===== config.mk =====
export PLATFORM = sky130hd
export DESIGN_NAME = midpoint_circle_pixel_generator
export DESIGN_NICKNAME = d
export VERILOG_FILES = /design/src/rtl/core/mcpg_pkg.sv /design/src/rtl/core/midpoint_circle_pixel_generator.sv /design/src/rtl/core/mcpg_front.sv /design/src/rtl/core/mcpg_queue.sv /design/src/rtl/core/mcpg_back.sv
export SDC_FILE = /design/constraint.sdc
export NUM_CORES = 1
export LEC_CHECK = 0
export BUFFER_PORTS_ARGS = -buffer_cell sky130_fd_sc_hd__buf_2
export CORE_ASPECT_RATIO = 0.5
export CORE_MARGIN = 4
export CORE_UTILIZATION = 40
export CTS_CLUSTER_SIZE = 12
export DETAILED_ROUTE_END_ITERATION = 8
export SYNTH_ARGS = -nofsm -noshare
export SYNTH_HDL_FRONTEND = slang
export SYNTH_SLANG_ARGS = --single-unit

===== constraint.sdc =====
create_clock -name clk -period 10.5 [get_ports clk]
set_input_delay 2.1 -clock clk [delete_from_list [all_inputs] [get_ports clk]]
set_output_delay 2.1 -clock clk [all_outputs]
set_load 0.03 [all_outputs]

===== src/rtl/core/mcpg_pkg.sv =====
`timescale 1ns / 1ps
// Shared constants for the midpoint circle pixel generator.
// No dependencies; imported by every module of the block.
package mcpg_pkg;

    localparam int DEFAULT_COORD_BITS  = 12;
    localparam int DEFAULT_RADIUS_BITS = 11;

    localparam int QUEUE_DEPTH = 2;

    localparam logic FUNC_START = 1'b0;
    localparam logic FUNC_STEP  = 1'b1;

    localparam int          PIXEL_IDX_W = 3;
    localparam logic [PIXEL_IDX_W-1:0] PIXEL_FIRST = 3'd0;
    localparam logic [PIXEL_IDX_W-1:0] PIXEL_LAST  = 3'd7;

    localparam int DECISION_INC_EAST      = 3;
    localparam int DECISION_INC_SOUTHEAST = 5;

endpackage


===== src/rtl/core/midpoint_circle_pixel_generator.sv =====
`timescale 1ns / 1ps
// Midpoint circle pixel generator top level: front end, job queue, back end.
// Depends on mcpg_pkg, mcpg_front, mcpg_queue and mcpg_back.
//
// A start item (func 0) loads the centre and radius and emits nothing. Each
// step item (func 1) of a live circle emits eight pixels, one per cycle on the
// output port while out_stall is low; that port is what sets the rate. The
// front end takes an item every cycle while the two-entry job queue has room,
// so starts and dead steps never enter the queue. The eighth pixel of each
// step carries last_of_step, and of the final step circle_done as well. A step
// passes through the queue entry, the back-end job registers and the output
// register before its first pixel appears.
module midpoint_circle_pixel_generator
    import mcpg_pkg::*;
#(
    parameter int COORD_BITS  = DEFAULT_COORD_BITS,
    parameter int RADIUS_BITS = DEFAULT_RADIUS_BITS
)
(
    input  logic                         clk,
    input  logic                         rst_n,
    input  logic                         in_valid,
    output logic                         in_stall,
    input  logic                         func,
    input  logic [COORD_BITS-1:0]        center_x,
    input  logic [COORD_BITS-1:0]        center_y,
    input  logic [RADIUS_BITS-1:0]       radius,
    output logic                         out_valid,
    input  logic                         out_stall,
    output logic signed [COORD_BITS+1:0] pixel_x,
    output logic signed [COORD_BITS+1:0] pixel_y,
    output logic                         last_of_step,
    output logic                         circle_done
);

    localparam int JOB_W = 2 * COORD_BITS + 2 * RADIUS_BITS + 1;

    logic                   q_full;
    logic                   q_empty;
    logic                   q_push;
    logic                   q_pop;
    logic [JOB_W-1:0]       push_job;
    logic [JOB_W-1:0]       pop_job;

    logic [COORD_BITS-1:0]  f_cx;
    logic [COORD_BITS-1:0]  f_cy;
    logic [RADIUS_BITS-1:0] f_x;
    logic [RADIUS_BITS-1:0] f_y;
    logic                   f_done;

    logic [COORD_BITS-1:0]  b_cx;
    logic [COORD_BITS-1:0]  b_cy;
    logic [RADIUS_BITS-1:0] b_x;
    logic [RADIUS_BITS-1:0] b_y;
    logic                   b_done;

    mcpg_front #(
        .COORD_BITS  (COORD_BITS),
        .RADIUS_BITS (RADIUS_BITS)
    ) u_front (
        .clk      (clk),
        .rst_n    (rst_n),
        .in_valid (in_valid),
        .in_stall (in_stall),
        .func     (func),
        .center_x (center_x),
        .center_y (center_y),
        .radius   (radius),
        .q_full   (q_full),
        .q_push   (q_push),
        .q_cx     (f_cx),
        .q_cy     (f_cy),
        .q_x      (f_x),
        .q_y      (f_y),
        .q_done   (f_done)
    );

    assign push_job = {f_cx, f_cy, f_x, f_y, f_done};

    mcpg_queue #(
        .WIDTH (JOB_W)
    ) u_queue (
        .clk       (clk),
        .rst_n     (rst_n),
        .push      (q_push),
        .push_data (push_job),
        .full      (q_full),
        .pop       (q_pop),
        .pop_data  (pop_job),
        .empty     (q_empty)
    );

    assign {b_cx, b_cy, b_x, b_y, b_done} = pop_job;

    mcpg_back #(
        .COORD_BITS  (COORD_BITS),
        .RADIUS_BITS (RADIUS_BITS)
    ) u_back (
        .clk          (clk),
        .rst_n        (rst_n),
        .q_empty      (q_empty),
        .q_pop        (q_pop),
        .q_cx         (b_cx),
        .q_cy         (b_cy),
        .q_x          (b_x),
        .q_y          (b_y),
        .q_done       (b_done),
        .out_valid    (out_valid),
        .out_stall    (out_stall),
        .pixel_x      (pixel_x),
        .pixel_y      (pixel_y),
        .last_of_step (last_of_step),
        .circle_done  (circle_done)
    );

`ifndef SYNTHESIS
    a_done_on_last: assert property (@(posedge clk) disable iff (!rst_n)
        (out_valid && circle_done) |-> last_of_step)
        else $error("circle_done without last_of_step");

    a_step_restarts: assert property (@(posedge clk) disable iff (!rst_n)
        (out_valid && !out_stall && last_of_step) |=> (!out_valid || !last_of_step))
        else $error("two step ends back to back");

    a_step_unbroken: assert property (@(posedge clk) disable iff (!rst_n)
        (out_valid && !out_stall && !last_of_step) |=> out_valid)
        else $error("gap inside a step");
`endif

endmodule


===== src/rtl/core/mcpg_front.sv =====
`timescale 1ns / 1ps
// Front end: accepts start and step items, keeps the octant point and decision
// value, and queues one job per live step. Uses mcpg_pkg.
module mcpg_front
    import mcpg_pkg::*;
#(
    parameter int COORD_BITS  = DEFAULT_COORD_BITS,
    parameter int RADIUS_BITS = DEFAULT_RADIUS_BITS
)
(
    input  logic                   clk,
    input  logic                   rst_n,
    input  logic                   in_valid,
    output logic                   in_stall,
    input  logic                   func,
    input  logic [COORD_BITS-1:0]  center_x,
    input  logic [COORD_BITS-1:0]  center_y,
    input  logic [RADIUS_BITS-1:0] radius,
    input  logic                   q_full,
    output logic                   q_push,
    output logic [COORD_BITS-1:0]  q_cx,
    output logic [COORD_BITS-1:0]  q_cy,
    output logic [RADIUS_BITS-1:0] q_x,
    output logic [RADIUS_BITS-1:0] q_y,
    output logic                   q_done
);

    localparam int XW = RADIUS_BITS + 1;
    localparam int CW = RADIUS_BITS + 2;
    localparam int DW = RADIUS_BITS + 5;

    logic [COORD_BITS-1:0]  cx_reg;
    logic [COORD_BITS-1:0]  cy_reg;
    logic [XW-1:0]          x_reg;
    logic [RADIUS_BITS-1:0] y_reg;
    logic signed [DW-1:0]   d_reg;
    logic                   active_reg;

    logic                   accept;
    logic                   step_live;
    logic                   d_neg;
    logic signed [DW-1:0]   x_s;
    logic signed [DW-1:0]   y_s;
    logic signed [DW-1:0]   d_next;
    logic signed [CW-1:0]   ny_s;
    logic [XW-1:0]          x_next;
    logic [RADIUS_BITS-1:0] y_next;
    logic                   done;

    assign in_stall  = q_full;
    assign accept    = in_valid && !q_full;
    assign step_live = active_reg && (x_reg <= XW'(y_reg));

    assign d_neg = d_reg[DW-1];
    assign x_s   = $signed(DW'(x_reg));
    assign y_s   = $signed(DW'(y_reg));

    always_comb
    begin
        if (d_neg)
        begin
            d_next = d_reg + (x_s <<< 1) + $signed(DW'(DECISION_INC_EAST));
            ny_s   = $signed(CW'(y_reg));
        end
        else
        begin
            d_next = d_reg + ((x_s - y_s) <<< 1) + $signed(DW'(DECISION_INC_SOUTHEAST));
            ny_s   = $signed(CW'(y_reg)) - $signed(CW'(1));
        end
    end

    assign x_next = x_reg + XW'(1);
    assign done   = $signed(CW'(x_next)) > ny_s;
    assign y_next = ny_s[CW-1] ? '0 : ny_s[RADIUS_BITS-1:0];

    assign q_push = accept && (func == FUNC_STEP) && step_live;
    assign q_cx   = cx_reg;
    assign q_cy   = cy_reg;
    assign q_x    = x_reg[RADIUS_BITS-1:0];
    assign q_y    = y_reg;
    assign q_done = done;

    always_ff @(posedge clk or negedge rst_n)
    begin
        if (!rst_n)
        begin
            cx_reg     <= '0;
            cy_reg     <= '0;
            x_reg      <= '0;
            y_reg      <= '0;
            d_reg      <= '0;
            active_reg <= 1'b0;
        end
        else if (accept)
        begin
            if (func == FUNC_START)
            begin
                cx_reg     <= center_x;
                cy_reg     <= center_y;
                x_reg      <= '0;
                y_reg      <= radius;
                d_reg      <= $signed(DW'(1)) - $signed(DW'(radius));
                active_reg <= 1'b1;
            end
            else if (step_live)
            begin
                x_reg      <= x_next;
                y_reg      <= y_next;
                d_reg      <= d_next;
                active_reg <= !done;
            end
            else
            begin
                active_reg <= 1'b0;
            end
        end
    end

endmodule


===== src/rtl/core/mcpg_queue.sv =====
`timescale 1ns / 1ps
// Short job queue between front and back end, held in flip-flops.
// Uses QUEUE_DEPTH from mcpg_pkg.
module mcpg_queue
    import mcpg_pkg::*;
#(
    parameter int WIDTH = 1
)
(
    input  logic             clk,
    input  logic             rst_n,
    input  logic             push,
    input  logic [WIDTH-1:0] push_data,
    output logic             full,
    input  logic             pop,
    output logic [WIDTH-1:0] pop_data,
    output logic             empty
);

    localparam int PTR_W = (QUEUE_DEPTH > 1) ? $clog2(QUEUE_DEPTH) : 1;
    localparam int CNT_W = $clog2(QUEUE_DEPTH + 1);

    logic [WIDTH-1:0] entry_reg [QUEUE_DEPTH];
    logic [PTR_W-1:0] wr_ptr_reg;
    logic [PTR_W-1:0] rd_ptr_reg;
    logic [CNT_W-1:0] count_reg;

    logic do_push;
    logic do_pop;

    assign full     = count_reg == CNT_W'(QUEUE_DEPTH);
    assign empty    = count_reg == '0;
    assign do_push  = push && !full;
    assign do_pop   = pop && !empty;
    assign pop_data = entry_reg[rd_ptr_reg];

    function automatic logic [PTR_W-1:0] ptr_inc(input logic [PTR_W-1:0] p);
        ptr_inc = (p == PTR_W'(QUEUE_DEPTH - 1)) ? '0 : p + PTR_W'(1);
    endfunction

    always_ff @(posedge clk)
    begin
        if (do_push)
        begin
            entry_reg[wr_ptr_reg] <= push_data;
        end
    end

    always_ff @(posedge clk or negedge rst_n)
    begin
        if (!rst_n)
        begin
            wr_ptr_reg <= '0;
            rd_ptr_reg <= '0;
            count_reg  <= '0;
        end
        else
        begin
            if (do_push)
            begin
                wr_ptr_reg <= ptr_inc(wr_ptr_reg);
            end
            if (do_pop)
            begin
                rd_ptr_reg <= ptr_inc(rd_ptr_reg);
            end
            if (do_push && !do_pop)
            begin
                count_reg <= count_reg + CNT_W'(1);
            end
            else if (do_pop && !do_push)
            begin
                count_reg <= count_reg - CNT_W'(1);
            end
        end
    end

endmodule


===== src/rtl/core/mcpg_back.sv =====
`timescale 1ns / 1ps
// Back end: takes one job from the queue and emits its eight symmetric pixels,
// one per cycle when not stalled, via an output register. Uses mcpg_pkg.
module mcpg_back
    import mcpg_pkg::*;
#(
    parameter int COORD_BITS  = DEFAULT_COORD_BITS,
    parameter int RADIUS_BITS = DEFAULT_RADIUS_BITS
)
(
    input  logic                         clk,
    input  logic                         rst_n,
    input  logic                         q_empty,
    output logic                         q_pop,
    input  logic [COORD_BITS-1:0]        q_cx,
    input  logic [COORD_BITS-1:0]        q_cy,
    input  logic [RADIUS_BITS-1:0]       q_x,
    input  logic [RADIUS_BITS-1:0]       q_y,
    input  logic                         q_done,
    output logic                         out_valid,
    input  logic                         out_stall,
    output logic signed [COORD_BITS+1:0] pixel_x,
    output logic signed [COORD_BITS+1:0] pixel_y,
    output logic                         last_of_step,
    output logic                         circle_done
);

    localparam int PW = COORD_BITS + 2;

    logic                   busy_reg;
    logic [PIXEL_IDX_W-1:0] idx_reg;
    logic [COORD_BITS-1:0]  cx_reg;
    logic [COORD_BITS-1:0]  cy_reg;
    logic [RADIUS_BITS-1:0] x_reg;
    logic [RADIUS_BITS-1:0] y_reg;
    logic                   done_reg;

    logic                   out_valid_reg;
    logic [PW-1:0]          pixel_x_reg;
    logic [PW-1:0]          pixel_y_reg;
    logic                   last_reg;
    logic                   circle_done_reg;

    logic                   advance;
    logic                   is_last;
    logic [RADIUS_BITS-1:0] off_a;
    logic [RADIUS_BITS-1:0] off_b;
    logic [PW-1:0]          px_next;
    logic [PW-1:0]          py_next;

    assign advance = busy_reg && (!out_valid_reg || !out_stall);
    assign is_last = idx_reg == PIXEL_LAST;
    assign q_pop   = !q_empty && (!busy_reg || (advance && is_last));

    // index bit 2 swaps x and y, bit 0 negates the x offset, bit 1 the y offset
    assign off_a   = idx_reg[2] ? y_reg : x_reg;
    assign off_b   = idx_reg[2] ? x_reg : y_reg;
    assign px_next = idx_reg[0] ? PW'(cx_reg) - PW'(off_a) : PW'(cx_reg) + PW'(off_a);
    assign py_next = idx_reg[1] ? PW'(cy_reg) - PW'(off_b) : PW'(cy_reg) + PW'(off_b);

    always_ff @(posedge clk)
    begin
        if (q_pop)
        begin
            cx_reg   <= q_cx;
            cy_reg   <= q_cy;
            x_reg    <= q_x;
            y_reg    <= q_y;
            done_reg <= q_done;
        end
        if (advance)
        begin
            pixel_x_reg     <= px_next;
            pixel_y_reg     <= py_next;
            last_reg        <= is_last;
            circle_done_reg <= is_last && done_reg;
        end
    end

    always_ff @(posedge clk or negedge rst_n)
    begin
        if (!rst_n)
        begin
            busy_reg      <= 1'b0;
            idx_reg       <= PIXEL_FIRST;
            out_valid_reg <= 1'b0;
        end
        else
        begin
            if (q_pop)
            begin
                busy_reg <= 1'b1;
                idx_reg  <= PIXEL_FIRST;
            end
            else if (advance)
            begin
                busy_reg <= !is_last;
                idx_reg  <= idx_reg + PIXEL_IDX_W'(1);
            end

            if (advance)
            begin
                out_valid_reg <= 1'b1;
            end
            else if (!out_stall)
            begin
                out_valid_reg <= 1'b0;
            end
        end
    end

    assign out_valid    = out_valid_reg;
    assign pixel_x      = $signed(pixel_x_reg);
    assign pixel_y      = $signed(pixel_y_reg);
    assign last_of_step = last_reg;
    assign circle_done  = circle_done_reg;

endmodule

Yosys cells after proc, flatten, opt, wreduce, memory -nomap -nowiden
Memories as Yosys holds them, arrays and structs flattened. A register that Yosys moved wholly into a read port is not among the register bits.
Cells that the tools add are included.
{"block": "word_totals", "ff_bits": 103, "ramBits": 94, "out_inout_bits": 32, "memories": 1}
{"name": "u_queue.entry_reg", "words": 2, "width": 47, "read_ports": 1, "rd_clocked_by_memory_dff": 1, "wr": 1, "line": "mcpg_queue.sv:23", "text": "logic [WIDTH-1:0] entry_reg [QUEUE_DEPTH];"}
{"block": "classes", "addsub": 17, "n_lt_le_gt_ge": 2, "eq_ne": 4, "mux": 27, "n_bitwise": 1, "reduce_logical": 28}
{"cell": "11-bit 2-to-1 mux", "count": 5}
{"cell": "16-bit 2-to-1 mux", "count": 3}
{"cell": "12-bit by 11-bit subtractor with 13-bit output", "count": 3}
{"cell": "14-bit 2-to-1 mux", "count": 2}
{"cell": "12-bit by 11-bit adder with 13-bit output", "count": 2}
{"cell": "12-bit 2-to-1 mux", "count": 2}
{"cell": "16-bit by 14-bit adder with 16-bit output", "count": 1}
{"cell": "16-bit adder", "count": 1}
{"cell": "16-bit by 3-bit adder with 16-bit output, second input constant", "count": 1}
{"cell": "16-bit by 4-bit adder with 16-bit output, second input constant", "count": 1}
{"cell": "13-bit > comparator", "count": 1}
{"cell": "13-bit 2-to-1 mux", "count": 1}
{"cell": "12-bit by 1-bit adder with 12-bit output, second input constant", "count": 1}
{"cell": "12-bit by 11-bit <= comparator with 1-bit output", "count": 1}
{"cell": "1-bit logical AND", "count": 12}
{"cell": "1-bit by 11-bit subtractor with 12-bit output, first input constant", "count": 1}
{"cell": "11-bit by 1-bit subtractor with 12-bit output, second input constant", "count": 1}
{"cell": "1-bit 2-to-1 mux", "count": 10}
{"cell": "1-bit zero test", "count": 9}
{"cell": "3-bit 2-to-1 mux", "count": 2}
{"cell": "2-bit 2-to-1 mux", "count": 2}
{"cell": "2-bit by 1-bit inequality test with 1-bit output, second input constant", "count": 2}
{"cell": "2-bit AND reduction", "count": 2}
{"cell": "2-bit nonzero test", "count": 2}
{"cell": "9 further kinds", "count": 11}

Depth between registers and ports, before layout
{"block": "logic_depth", "ltp_word": 10, "depth_mapped": 18}

Hierarchy
Synthesis repeated with hierarchy kept, for this count alone.
{"block": "hier_totals", "hier_cells": 1259, "area_unflattened_um2": 14569.0}
{"mod": "mcpg_front", "n_inst": 1, "cells_each": 687, "area_each_um2": 6039.5, "seq_area_each_um2": 1601.5}
{"mod": "mcpg_back", "n_inst": 1, "cells_each": 407, "area_each_um2": 4862.2, "seq_area_each_um2": 2437.3}
{"mod": "mcpg_queue", "n_inst": 1, "cells_each": 165, "area_each_um2": 3667.3, "seq_area_each_um2": 2922.8}

Least setup slack after synthesis
No wires, ideal clock.
{"block": "synth_path", "path_type": "input port to flip-flop", "from": "input out_stall", "to": "register u_queue.count_reg[1]", "setup_time_ps": 80, "arrival_time_ps": 5597, "required_time_ps": 10420, "setup_slack_ps": 4823, "stages": 8, "path_cell_list": "nand2_1 -> nand2_1 -> a21oi_1 -> inv_1 -> ha_1 -> xor2_1 -> nor2_1 -> xnor2_1"}
{"block": "synth_between", "elab_chain_cells": 10, "elab_cells_between_ends": 12}
{"item": "from (decl)", "line": "midpoint_circle_pixel_generator.sv:29", "text": "input logic out_stall,"}
{"item": "1-bit zero test *", "line": "mcpg_back.sv:51", "text": "assign advance = busy_reg && (!out_valid_reg || !out_stall);"}
{"item": "1-bit logical OR *", "line": "mcpg_back.sv:51"}
{"item": "1-bit logical AND *", "line": "mcpg_back.sv:51"}
{"item": "1-bit logical AND *", "line": "mcpg_back.sv:53", "text": "assign q_pop = !q_empty && (!busy_reg || (advance && is_last));"}
{"item": "1-bit logical OR *", "line": "mcpg_back.sv:53"}
{"item": "1-bit logical AND *", "line": "mcpg_back.sv:53"}
{"item": "via q_pop", "line": "midpoint_circle_pixel_generator.sv:41", "text": "logic q_pop;"}
{"item": "1-bit logical AND *", "line": "mcpg_queue.sv:34", "text": "assign do_pop = pop && !empty;"}
{"item": "1-bit zero test", "line": "mcpg_queue.sv:67", "text": "if (do_push && !do_pop)"}
{"item": "1-bit logical AND", "line": "mcpg_queue.sv:67"}
{"item": "2-bit 2-to-1 mux / 2-bit nonzero test (equally long branches)"}
{"item": "to (signal assigned)", "line": "mcpg_queue.sv:69", "text": "count_reg <= count_reg + CNT_W'(1);"}
{"item": "to (signal assigned)", "line": "mcpg_queue.sv:73", "text": "count_reg <= count_reg - CNT_W'(1);"}
{"item": "to (decl)", "line": "mcpg_queue.sv:26", "text": "logic [CNT_W-1:0] count_reg;"}
The timed path passes the listed nets; every way through them passes the cells marked *.
A chain may end at the register's enable or synchronous reset.

Final worst setup path
{"block": "layout_path", "from": "register u_front.x_reg[0]", "to": "register u_front.d_reg[15]"}
{"block": "layout_between", "elab_chain_cells": 6, "elab_cells_between_ends": 12}
{"item": "from (decl)", "line": "mcpg_front.sv:34", "text": "logic [XW-1:0] x_reg;"}
{"item": "from (signal assigned)", "line": "mcpg_front.sv:107", "text": "x_reg <= x_next;"}
{"item": "12-bit by 11-bit subtractor with 13-bit output", "line": "mcpg_front.sv:67", "text": "d_next = d_reg + ((x_s - y_s) <<< 1) + $signed(DW'(DECISION_INC_SOUTHEAST));"}
{"item": "16-bit adder", "line": "mcpg_front.sv:67"}
{"item": "16-bit by 4-bit adder with 16-bit output", "line": "mcpg_front.sv:67"}
{"item": "16-bit 2-to-1 mux", "line": "mcpg_front.sv:60", "text": "if (d_neg)"}
{"item": "16-bit 2-to-1 mux", "line": "mcpg_front.sv:105", "text": "else if (step_live)"}
{"item": "16-bit 2-to-1 mux", "line": "mcpg_front.sv:96", "text": "if (func == FUNC_START)"}
{"item": "to (signal assigned)", "line": "mcpg_front.sv:102", "text": "d_reg <= $signed(DW'(1)) - $signed(DW'(radius));"}
{"item": "to (signal assigned)", "line": "mcpg_front.sv:109", "text": "d_reg <= d_next;"}
{"item": "to (decl)", "line": "mcpg_front.sv:36", "text": "logic signed [DW-1:0] d_reg;"}
Parallel ways exist; a longest one is shown, timed or not. The select of a mux whose other input is x is not followed.

==> results.toml <==
[run_status]
status = "finished clean"

[power]
power_uw = 5640
total_leakage_power_uw = 0.00645
power.density_nw_per_um2 = 358
ir_drop_mv = 0.158

[synth]
synth_edf_count = 171
yosysSeqAreaShare_pct = 49.4
ys.flop_type = "edfxtp_1"
netlist_instances = 1227
syn_avg_cell_area_sq_um = 11.5
async_flop_share_pct = 29.9
yosysUniqueCellTypes = 68
synth_seq_cells = 244
syn_nets = 1401
yosysWarnings = 0
netlist_area_sq_um = 14100

[route]
wl_per_cell_um = 17.5
drt_iter0_drc = 726
drcViolationCount = 0
vias = 9455
wl_mm = 31.3
viasPerCell = 5.28
first_pass_iters = 5
route.antenna.remaining_nets = 0

[global_route]
grt_pass1_wl_mm = 50.2
grt-ovfl-total = 0
grt_max_degree = 73
antenna_found_initial = 0
grt_use_total_pct = 16.2
grt_pass1_vias = 9353

[clock_network]
cts_tree = "done"
clkSinkCount = 244
cts_buffer_depth = 3
clock_latency_ns = 0.54
cts_resized = 0
path_clk_slew_ns = 0.06
numCtsBuffers = 26
htreeDepth = 1
post_cts_buffers = 0
cts_root_buf = "clkbuf_16"
postCtsHoldBufs = 0

[final_layout]
area_growth_pct = 11.8
final_nets = 1469
drive_gt1_share_pct = 15.8
n_fill_cell = 3185
multi_input_area_sq_um = 6680
largest_reg_flops = 94
final_cells = 1790
fin_area_sq_um = 15700
regArea_sq_um = 6960
diodes = 0

[floorplanning]
initial_core_util_pct = 40.7
die_h_um = 141
ios = 72
dieArea_sq_um = 38500
row_count = 48
coreArea_sq_um = 34600
die_x_um = 273

[setup_path]
crit_arrival_ns = 4.87
crit_path_end_kind = "register"
cp.required_ns = 10.92
crit_path_start_kind = "register"
crit_fanout = 8
criticalPathCategory = "register to register"

[sta]
slew_headroom_pct = 21.3
setup_viol = 0
final_hold_viol_count = 0
slew_violations = 0
fin_hold_ws_ns = 0.464
fin_crit_sh_pct = 42.4
rsz0062_at_grt = "false"
fmax_ghz = 0.225
period_needed_ns = 4.45
fin_setup_tns_ns = 0
worst_pin_slew_ns = 1.18
finalClockSkew_ns = 0.0241

[placement]
dp_cells = 1742
port_buffers = 71
gp_congestion = 0.887
post_dp_cell_area_sq_um = 15000
dp_hpwl_mm = 22.6

[min_path]
hold_class = "register to register"

[run]
maxCapViolations = 0
## metal layers
metal,vias to the layer above,global-route usage [%],wire [um]
li1,4637,-,-
met1,4553,23.3,15000
met2,229,26.5,14200
met3,36,2.57,1650
met4,0,3.07,534
met5,-,0,0
## synthesized netlist by cell type, types with 3 or more instances
library cell | instances | area [sq um]
edfxtp_1 | 171 | 5130
fa_1 | 7 | 140
a221oi_1 | 4 | 35.0
and3_1 | 11 | 68.8
o21ai_1 | 3 | 15.0
nand2b_1 | 17 | 106
dfrtp_1 | 73 | 1830
inv_1 | 80 | 300
and2_1 | 5 | 31.3
a21oi_1 | 72 | 360
nand2_1 | 72 | 270
buf_2 | 4 | 20.0
nor2b_1 | 13 | 81.3
or2_2 | 4 | 25.0
ha_1 | 127 | 1590
mux2_2 | 76 | 856
nand4_1 | 5 | 31.3
o41ai_1 | 5 | 43.8
buf_1 | 7 | 26.3
clkbuf_1 | 28 | 105
o21bai_1 | 13 | 97.6
a211oi_1 | 16 | 120
a22oi_1 | 5 | 37.5
a21o_1 | 20 | 150
o211ai_1 | 8 | 60.1
o31ai_1 | 9 | 67.6
nor3b_1 | 5 | 37.5
nor3_1 | 28 | 140
o21a_1 | 10 | 75.1
a211o_1 | 3 | 26.3
nor2_1 | 69 | 259
a22o_1 | 6 | 52.6
nand3_1 | 19 | 95.1
or3_1 | 6 | 37.5
mux2i_1 | 33 | 330
xor2_1 | 24 | 210
xnor2_1 | 57 | 499
a31oi_1 | 5 | 31.3
o21ai_0 | 71 | 355
## per-stage QoR
| stage | util [%] | worst slack, ns |
|---|---|---|
| 3_3_place_gp | 43.3 | 5.84 |
| 6_report | 45.5 | 6.05 |
| 5_1_grt | 45.5 | 5.81 |
| 4_1_cts | 45.5 | 6.05 |
| 2_1_floorplan | - | 4.82 |
| 3_5_place_dp | 43.3 | 5.81 |
## area by class of cell
cell class | count | area share, %
clock inverter | 7 | 0.334
timing repair buffer | 79 | 2.65
multi-input combinational | 862 | 42.4
clock buffer | 41 | 4.62
tap | 475 | 3.77
inverter | 82 | 1.95
sequential | 244 | 44.2
## power by group
group / internal, uW / leakage, uW / switching (uW)
logic: 1340 / 0.00361 / 1740
registers: 1420 / 0.00246 / 285
clock network: 478 / 0.000383 / 377
total: 3240 / 0.00645 / 2400
## cells by family (layout without fill, tap and decap cells)
family | Yosys count | in the layout | share of synthesized area (%)
xor gates and xnor gates | 81 | 81 | 5.04
muxes | 109 | 109 | 8.42
and+or+nand+nor | 261 | 261 | 8.77
DFF | 244 | 244 | 49.4
adders and majority gates | 134 | 134 | 12.3
AOI/OAI and AO/OA | 277 | 277 | 12.8
buffers and inverters | 121 | 209 | 3.26
## layout by cell type (no fill, tap or decap), drive strengths merged, types with 3 or more instances in the layout
cell type and n:
xnor2 57, clkinv 8, ha 127, fa 7
nand4 5, o21a 11, edfxtp 171, buf 79
o31ai 10, and3 11, a22o 6, a31oi 6
nand3 19, a21o 20, xor2 24, a221oi 4
a211o 3, and2 5, clkbuf 41, nor2b 13
or3 6, or2 5, mux2 76, inv 81
o21bai 13, nor3 28, nor3b 5, nor2 70
a22oi 5, a211oi 17, o21ai 75, nand2 72
a21oi 73, nand2b 17, o211ai 8, dfrtp 73
o41ai 5, mux2i 33
## worst max-delay path, cell delays in order, from the launching register on
cell,delay (ns)
dfrtp_1,0.47
inv_1,0.12
ha_1,0.17
inv_1,0.05
fa_1,0.43
a211oi_2,0.25
o21ai_1,0.15
a2111o_1,0.40
a31oi_2,0.22
xnor2_1,0.16
ha_1,0.26
ha_1,0.35
or2_2,0.29
a21oi_1,0.14
a31oi_1,0.08
a21o_1,0.21
a21oi_1,0.18
xnor2_1,0.10
a221o_1,0.31
## path summary, 6_finish.rpt
check,from,endpoint,slack [ns],cells after the start
worst max-delay path,u_front.x_reg[0],u_front.d_reg[15],6.05,18
worst max register to register,u_front.x_reg[0],u_front.d_reg[15],6.05,18
worst min register to register,u_front.q_cx[6],u_queue.entry_reg[0][41],0.46,0
max in group asynchronous,rst_n,u_queue.rd_ptr_reg,7.94,2
worst min-delay path,u_front.q_cx[6],u_queue.entry_reg[0][41],0.46,0
min in group asynchronous,rst_n,u_front.d_reg[13],1.33,1
Power figures use the tool's default switching activity.
